File: config.mk
export PLATFORM = sky130hd
export DESIGN_NAME = nrm_div_step
export DESIGN_NICKNAME = d
export VERILOG_FILES = /design/src/design/nrm_pkg.sv /design/src/design/nrm_div_step.sv
export SDC_FILE = /design/constraint.sdc
export NUM_CORES = 1
export LEC_CHECK = 0
export BUFFER_PORTS_ARGS = -buffer_cell sky130_fd_sc_hd__clkbuf_2
export CORE_AREA = 3 3 350 352
export CTS_CLUSTER_SIZE = 40
export DETAILED_ROUTE_END_ITERATION = 12
export DIE_AREA = 0 0 353 355
export GPL_ROUTABILITY_DRIVEN = 0
export SETUP_SLACK_MARGIN = 0.15
export SYNTH_ARGS = -nofsm -noshare
export SYNTH_HDL_FRONTEND = slang
export SYNTH_SLANG_ARGS = --single-unit
File: constraint.sdc
create_clock -name clk -period 1.8 [get_ports clk]
set_clock_uncertainty 0.05 [all_clocks]
set_input_delay 0.09 -clock clk [delete_from_list [all_inputs] [get_ports clk]]
set_output_delay 0.09 -clock clk [all_outputs]
set_load 0.02 [all_outputs]
File: src/design/nrm_pkg.sv
// Shared types and constants for the 3D vector normalizer.
// Used by the pipeline stage modules and the top level.
`default_nettype none

package nrm_pkg;

    localparam int LANES   = 3;
    localparam int MAG_W   = 32;
    localparam int SQ_W    = 64;
    localparam int QUO_W   = 63;
    localparam int ROOT_W  = 32;
    localparam int DIV_STEPS = QUO_W - 1;

    typedef struct packed {
        logic             valid;
        logic             zero;
        logic [LANES-1:0] neg;
    } ctl_t;

    typedef struct packed {
        logic [SQ_W-1:0]                 den;
        logic [LANES-1:0][SQ_W-1:0]      rem;
        logic [LANES-1:0][QUO_W-1:0]     quo;
    } div_t;

    typedef struct packed {
        logic [LANES-1:0][QUO_W-1:0]     rad;
        logic [LANES-1:0][ROOT_W-1:0]    root;
    } sqrt_t;

endpackage

`default_nettype wire

File: src/design/nrm_div_step.sv
// One restoring division step for all three lanes: one quotient bit per stage.
// Depends on nrm_pkg.
`default_nettype none

module nrm_div_step (
    input  wire logic           clk,
    input  wire logic           rst_n,
    input  wire logic           en,
    input  wire nrm_pkg::ctl_t  ctl_in,
    input  wire nrm_pkg::div_t  div_in,
    output nrm_pkg::ctl_t       ctl_reg,
    output nrm_pkg::div_t       div_reg
);

    nrm_pkg::div_t           div_next;
    logic [nrm_pkg::SQ_W:0]  shifted;
    logic [nrm_pkg::SQ_W:0]  diff;

    always_comb
    begin
        div_next.den = div_in.den;
        shifted      = '0;
        diff         = '0;
        for (int i = 0; i < nrm_pkg::LANES; i++)
        begin
            shifted = {div_in.rem[i], 1'b0};
            diff    = shifted - {1'b0, div_in.den};
            if (shifted >= {1'b0, div_in.den})
            begin
                div_next.rem[i] = diff[nrm_pkg::SQ_W-1:0];
                div_next.quo[i] = {div_in.quo[i][nrm_pkg::QUO_W-2:0], 1'b1};
            end
            else
            begin
                div_next.rem[i] = shifted[nrm_pkg::SQ_W-1:0];
                div_next.quo[i] = {div_in.quo[i][nrm_pkg::QUO_W-2:0], 1'b0};
            end
        end
    end

    always_ff @(posedge clk or negedge rst_n)
    begin
        if (!rst_n)
        begin
            ctl_reg <= '0;
        end
        else if (en)
        begin
            ctl_reg <= ctl_in;
        end
    end

    always_ff @(posedge clk)
    begin
        if (en)
        begin
            div_reg <= div_next;
        end
    end

endmodule

`default_nettype wire

* After elaboration in Yosys (flattened, before gate mapping)
Cells that the tools add are included.
** Word-level totals
- Flip-flop bits (word level) :: 450
- Word-level logic and storage cells :: 25
** Cells by class
- Add/sub/neg operators :: 3
- Mux-type cells :: 6
- Magnitude comparators :: 3
** Operators by type and width (count)
- $ge 65x64->1 :: 3
- $mux 64 :: 3
- $sub 64x64->64 :: 3
- $mux 1 :: 3

* Longest topological paths before layout
Gate-level depths: netlist of the first run.
- Word-level depth :: 2
- Depth in mapped cells :: 16

* Worst setup path after synthesis of the first run
OpenSTA, ideal clock, no wires.
- Path kind :: input to register
- Start :: input port div_in[399] (netlist name)
- End :: register div_reg[195] (netlist name), data pin
- Data arrival time :: 2.936 ns
- Required time :: 1.490 ns
- Stages on the path :: 15
- Path slack :: -1.446 ns
- Cells stage by stage :: inv_1 ha_1 buf_2 nand2_2 nor4_4 o2111ai_2 a31oi_2 o21ai_2 o41ai_4 a41o_2 a21oi_4 o31ai_4 buf_6 buf_12 mux2_4
** RTL lines
- from (decl) :: RTL line nrm_div_step.sv:10 : input wire nrm_pkg::div_t div_in,
- to (signal assigned) :: RTL line nrm_div_step.sv:57 : div_reg <= div_next;
- to (decl) :: RTL line nrm_div_step.sv:12 : output nrm_pkg::div_t div_reg

==> run_results.csv, run 1 <==
group,metric,value,unit
yosys,async_flop_share,1.11,%
clock_tree,clkLatencyLatePin,0.63,ns
worst_setup_path,cpMaxStageDelayCell,"a21oi_4",
worst_setup_path,critical_path_class,"in2reg",
detailed_routing,drt_iter0_drc,2096,
grt,grt_overflow,0,
timing,setup_tns,-222.25,ns
detailed_routing,drc,0,
clock_tree,ctsLongestPathBuffers,3,
worst_setup_path,crit_chain,"clkbuf_16 -> inv_12 -> ha_4 -> nor2b_4 -> o2111ai_4 -> a21oi_4 -> o2111ai_4 -> a31oi_4 -> o21ai_4 -> o41ai_4 -> buf_4 -> a41o_4 -> a21oi_4 -> o31ai_4 -> buf_12 -> buf_6 -> buf_6 -> clkbuf_16 -> mux2_4",
grt,grt_pass1_wl,223,mm
worst_setup_path,worst_path_largest_cell_delay,0.33,ns
grt,antenna_found_initial,51,
worst_setup_path,critical-path-top-delay-family,"compound AO/OA/AOI/OAI gates",
power,ir_drop,0.755,mV
clock_tree,cts_made_buffers,57,
timing,rsz0062_at_grt,"true",
min_path,min_path_type,"in2reg",
die,core-area,120000,um2
timing,period_needed,3.14,ns
detailed_routing,postRouteAntennaNets,0,
worst_setup_path,startpoint_type,"input pin",
clock_tree,htree_levels,2,
yosys,synth_cells,2555,
yosys,syn_area,27600,um2
cells_and_area,layout-drive-gt1-share,54.5,%
worst_setup_path,required,2.17,ns
die,start_util,23.0,%
cells_and_area,num-fill-cells,10800,
timing,setup_ws,-1.34,ns
clock_tree,tritoncts,"done",
place,place_area,41200,um2
yosys,ys_seq_area_share,48.9,%
cells_and_area,mostFrequentLayoutCells,"buf_4, clkbuf_2, dlygate4sd3_1",
grt,grt_max_degree,59,
power,powerDensity,793,nW/um2
timing,hold_viol_final,0,
yosys,synth.net_count,3203,
cells_and_area,final_net_count,5623,
worst_setup_path,critical_path.startpoint,"div_in[382]",
yosys,yosysTopAreaCell,"edfxtp_1",
power,leakagePower,24.2,nW
timing,setup_violations,195,
worst_setup_path,end_kind,"flip-flop",
die,dieArea,125000,um2
clock_tree,clkTransAtPathRegs,0.06,ns
cells_and_area,mostFrequentLayoutCell,"buf_4",
cells_and_area,area_delta_synth_final,94.5,%
outcome,outcome,"finished, violations left",
detailed_routing,dr.pass1.iters,5,
grt,track_usage,24.5,%
yosys,synth_top_area_share,48.5,%
yosys,synthFlopType,"edfxtp_1",
yosys,yosys-top-cells-area,"edfxtp_1, ha_1, a21oi_1",
timing,worst_pin_slew,0.756,ns
detailed_routing,vias_per_cell,4.73,
worst_setup_path,r2r-start,"ctl_reg[4]",
place,numPortBuffers,899,
outcome,failed_checks,"setup timing",
worst_setup_path,worst_ep_arrival_time,3.50,ns
flow_run,maxCapViolCount,0,
detailed_routing,routed_wirelength,164,mm
detailed_routing,via_count,31500,
die,core.rowCount,127,
yosys,postSynthAreaPerCell,10.8,um2
cells_and_area,largest_register_ffs,445,
detailed_routing,wl_per_cell,24.6,um
yosys,yosys_warnings,0,
yosys,synth-edff-count,445,
grt,first_global_vias,32000,
worst_setup_path,critPathMaxFanout,6,
timing,fmax,319,MHz
min_path,holdCritStartpoint,"div_in[191]",
die,die_height,355,um
yosys,synth.distinct_cells,92,
power,design_power_total,42.5,mW
timing,fin_crit_sh,174,%
timing,relSlewSlack,49.1,%
die,die_x,353,um
yosys,ys_ff_latch,450,
clock_tree,root_buffer,"clkbuf_16",
place,dp_hpwl,127,mm
place,preCtsSetupSlack,-2.80,ns
timing,holdWs,0.0246,ns
timing,drv_slew,0,
die,io_pins,903,
cells_and_area,final_area,53600,um2
clock_tree,clock_sinks,450,
worst_setup_path,worst-path-buf-inv,7,
==> area by class of cell <==
| type | count | area (um2) | area share, % |
|---|---|---|---|
| antenna | 21 | 52.6 | 0.0981 |
| clock buffer | 60 | 1440 | 2.68 |
| clock inverter | 45 | 543 | 1.01 |
| inverter | 125 | 571 | 1.06 |
| multi-input combinational | 1873 | 16400 | 30.5 |
| sequential | 450 | 13500 | 25.2 |
| tap | 1612 | 2020 | 3.76 |
| timing repair buffer | 2468 | 19100 | 35.7 |
==> final timing paths <==
| path | slack [ns] | to | cells after the start |
|---|---|---|---|
| worst max-delay path | -1.34 | div_reg[212] | 19 |
| worst min-delay path | 0.02 | div_reg[192] | 4 |
| worst max register to register | 0.97 | ctl_reg[4] | 1 |
| worst min register to register | 0.47 | ctl_reg[3] | 1 |
| max in group asynchronous | 1.02 | ctl_reg[3] | 3 |
| min in group asynchronous | 0.49 | ctl_reg[4] | 3 |
==> cells by family (layout without fill, tap and decap cells) <==
family	after synthesis	after routing	synth area share [%]
adder cells (fa/ha/maj)	195	195	8.94
XOR/XNOR	179	179	5.69
buffers and inverters	233	2698	3.78
AO/OA/AOI/OAI	791	791	18.3
multiplexers	71	71	3.59
flip-flops	450	450	48.9
other	0	21	0
AND/OR/NAND/NOR	636	637	10.8
==> metal layers <==
metal	global-route usage [%]	vias up	wire, um
met5	0	-	235
met2	45.3	1337	83700
met3	6.54	376	12500
met1	26.1	15300	58200
met4	10.5	38	8970
li1	-	14400	-
==> through the flow <==
step	std cells	util, %
final	6654	44.8
after detailed placement	5885	34.4
after CTS	6568	43.0
after global placement	5885	34.4
after floorplan	2555	-
after global routing	6639	44.8
==> timing repair <==
action / CTS / global route
gates resized for setup: 639 / 350
gates cloned: 25 / 3
endpoints found under the hold margin: 535 / 5
endpoints found under the setup margin: 196 / 196
buffers inserted: 108 / 56
pin swaps: 192 / 149
hold buffers: 445 / 7
==> where the power goes <==
group | internal (mW) | leakage (nW) | switching, mW
Clock | 7.17 | 0.957 | 5.26
Combinational | 7.79 | 18.8 | 8.73
Sequential | 13.0 | 4.41 | 0.525
Total | 28.0 | 24.2 | 14.5
==> synth_stat cells, types with 51 or more instances <==
master and instances:
edfxtp_1 445, o21bai_1 55, a21oi_1 218, clkbuf_1 72
o21ai_0 208, mux2_4 51, nor2_1 118, xnor2_1 106
ha_1 192, a21o_1 98, xor2_1 73, nand2_1 288
inv_1 125, nand4_1 59
(Power assumes the default switching activity.)
==> run 2: changes to the inputs <==
--- a/config.mk
+++ b/config.mk
@@ -11,6 +11,7 @@
 export DETAILED_ROUTE_END_ITERATION = 12
 export DIE_AREA = 0 0 353 355
 export GPL_ROUTABILITY_DRIVEN = 0
+export RECOVER_POWER = 100
 export SETUP_SLACK_MARGIN = 0.15
 export SYNTH_ARGS = -nofsm -noshare
 export SYNTH_HDL_FRONTEND = slang
==> run 2 against run 1 <==
  * The flow still finishes with violations (setup timing)
  * Hold slack better by 0.0034 ns
  * Cell count hardly changed
  * Sequential cell count unchanged
  * Final area fell by 1.5%
  * Non-clock buffer count unchanged
  * Clock power is essentially flat
  * Largest cell class unchanged
  * Highest routed layer unchanged
==> run_results.csv, run 2 (synthesized netlist as in run 1, its figures left out) <==
group,metric,value,unit
outcome,outcome,"finished, violations left",
outcome,failed_checks,"setup timing",
clock_tree,clkLatencyLatePin,0.63,ns
timing,setup_violations,557,
detailed_routing,drt_iter0_drc,2050,
clock_tree,cts_made_buffers,57,
timing,period_needed,3.16,ns
cells_and_area,layout-drive-gt1-share,44.0,%
timing,hold_viol_final,0,
power,leakagePower,22.5,nW
place,dp_hpwl,127,mm
timing,holdWs,0.0279,ns
detailed_routing,wl_met2,83.2,mm
detailed_routing,routed_wirelength,163,mm
detailed_routing,met3WireLength,12.2,mm
clock_tree,clkTransAtPathRegs,0.06,ns
detailed_routing,postRouteAntennaNets,0,
power,powerDensity,798,nW/um2
timing,relSlewSlack,39.1,%
cells_and_area,final_net_count,5623,
grt,antenna_found_initial,51,
cells_and_area,num-fill-cells,11100,
grt,track_usage,24.5,%
power,ir_drop,0.746,mV
power,design_power_total,42.1,mW
min_path,min_path_type,"in2reg",
detailed_routing,drc,0,
clock_tree,clock_sinks,450,
die,start_util,23.0,%
grt,grt_pass1_wl,223,mm
place,numPortBuffers,899,
worst_setup_path,crit_chain,"clkbuf_1 -> inv_8 -> ha_4 -> a21o_1 -> or3_4 -> o2111ai_4 -> a31oi_4 -> o21ai_4 -> o41ai_4 -> buf_4 -> a41o_4 -> a21oi_4 -> o31ai_4 -> buf_12 -> buf_6 -> buf_12 -> buf_16 -> buf_12 -> buf_6 -> mux2i_1",
timing,setup_ws,-1.36,ns
worst_setup_path,worst_ep_arrival_time,3.52,ns
cells_and_area,largest_register_ffs,445,
worst_setup_path,cpMaxStageDelayCell,"or3_4",
detailed_routing,wl_per_cell,24.6,um
die,core.rowCount,127,
worst_setup_path,critical-path-top-delay-family,"compound AO/OA/AOI/OAI gates",
timing,fmax,316,MHz
detailed_routing,wirelength_met1,58.4,mm
timing,fin_crit_sh,176,%
detailed_routing,top_layer,"met5",
die,io_pins,903,
grt,first_global_vias,32000,
place,preCtsSetupSlack,-2.80,ns
die,core-area,120000,um2
detailed_routing,dr.pass1.iters,5,
place,place_area,41200,um2
cells_and_area,final_area,52800,um2
clock_tree,htree_levels,2,
timing,worst_pin_slew,0.914,ns
die,die_height,355,um
worst_setup_path,end_kind,"flip-flop",
die,die_x,353,um
worst_setup_path,worst_path_largest_cell_delay,0.43,ns
detailed_routing,vias_per_cell,4.71,
worst_setup_path,worst-path-buf-inv,9,
cells_and_area,area_delta_synth_final,91.5,%
worst_setup_path,critPathMaxFanout,6,
timing,drv_slew,0,
clock_tree,tritoncts,"done",
die,dieArea,125000,um2
cells_and_area,final_util,44.1,%
flow_run,maxCapViolCount,0,
cells_and_area,mostFrequentLayoutCells,"buf_4, clkbuf_1, dlygate4sd3_1",
clock_tree,ctsLongestPathBuffers,3,
worst_setup_path,critical_path_class,"in2reg",
worst_setup_path,cp_common_cell,"buf_12",
timing,rsz0062_at_grt,"true",
worst_setup_path,required,2.16,ns
detailed_routing,via_count,31300,
grt,grt_max_degree,59,
grt,grt_overflow,0,
worst_setup_path,startpoint_type,"input pin",
clock_tree,root_buffer,"clkbuf_16",
cells_and_area,mostFrequentLayoutCell,"buf_4",
[run 2: worst min-delay path: stages]
cell,delay [ns]
clkbuf_2,0.12
ha_4,0.17
xnor2_1,0.12
mux2_4,0.14
[run 2: final timing paths]
| check | cells past startpoint | slack [ns] | end | start |
|---|---|---|---|---|
| worst max-delay path | 20 | -1.36 | div_reg[190] | div_in[389] |
| worst min-delay path | 4 | 0.03 | div_reg[192] | div_in[191] |
| worst max register to register | 1 | 0.98 | ctl_reg[4] | ctl_reg[4] |
| worst min register to register | 1 | 0.47 | ctl_reg[0] | ctl_reg[0] |
| max in group asynchronous | 3 | 1.03 | ctl_reg[3] | rst_n |
| min in group asynchronous | 3 | 0.48 | ctl_reg[4] | rst_n |
[run 2: power by group]
part	leakage, nW	internal (mW)	switching (mW)
combinational	17.2	7.43	8.73
clock	0.957	7.17	5.23
sequential	4.41	13.0	0.517
total	22.5	27.7	14.5
[run 2: final cells by class]
| cell class | count | area, um2 | area share [%] |
|---|---|---|---|
| Multi-Input combinational cell | 1873 | 16400 | 31.0 |
| Tap cell | 1612 | 2020 | 3.82 |
| Sequential cell | 450 | 13500 | 25.6 |
| Antenna cell | 20 | 50.0 | 0.0948 |
| Clock buffer | 60 | 1440 | 2.72 |
| Clock inverter | 45 | 543 | 1.03 |
| Timing Repair Buffer | 2468 | 18300 | 34.7 |
| Inverter | 125 | 571 | 1.08 |
[run 2: metrics by stage]
stage,setup TNS [ns],cells
after floorplan,-225.74,2555
after global placement,-439.46,5885
after detailed placement,-448.92,5885
after CTS,-225.33,6568
after global routing,-286.49,6639
final,-266.89,6653
[run 2: repair_timing]
| item | CTS | global route |
|---|---|---|
| cloned | 25 | 3 |
| pin swaps | 192 | 149 |
| buffers inserted | 108 | 56 |
| gates resized for setup | 639 | 350 |
| endpoints found under the setup margin | 196 | 196 |
| hold endpoints to repair | 535 | 5 |
| hold buffers | 445 | 7 |
[run 2: per-layer routing]
metal  vias to the layer above  global-route usage, %
li1                      14500                      -
met1                     15200                   26.1
met2                      1290                   45.3
met3                       394                   6.54
met4                        38                   10.5
met5                         -                      0
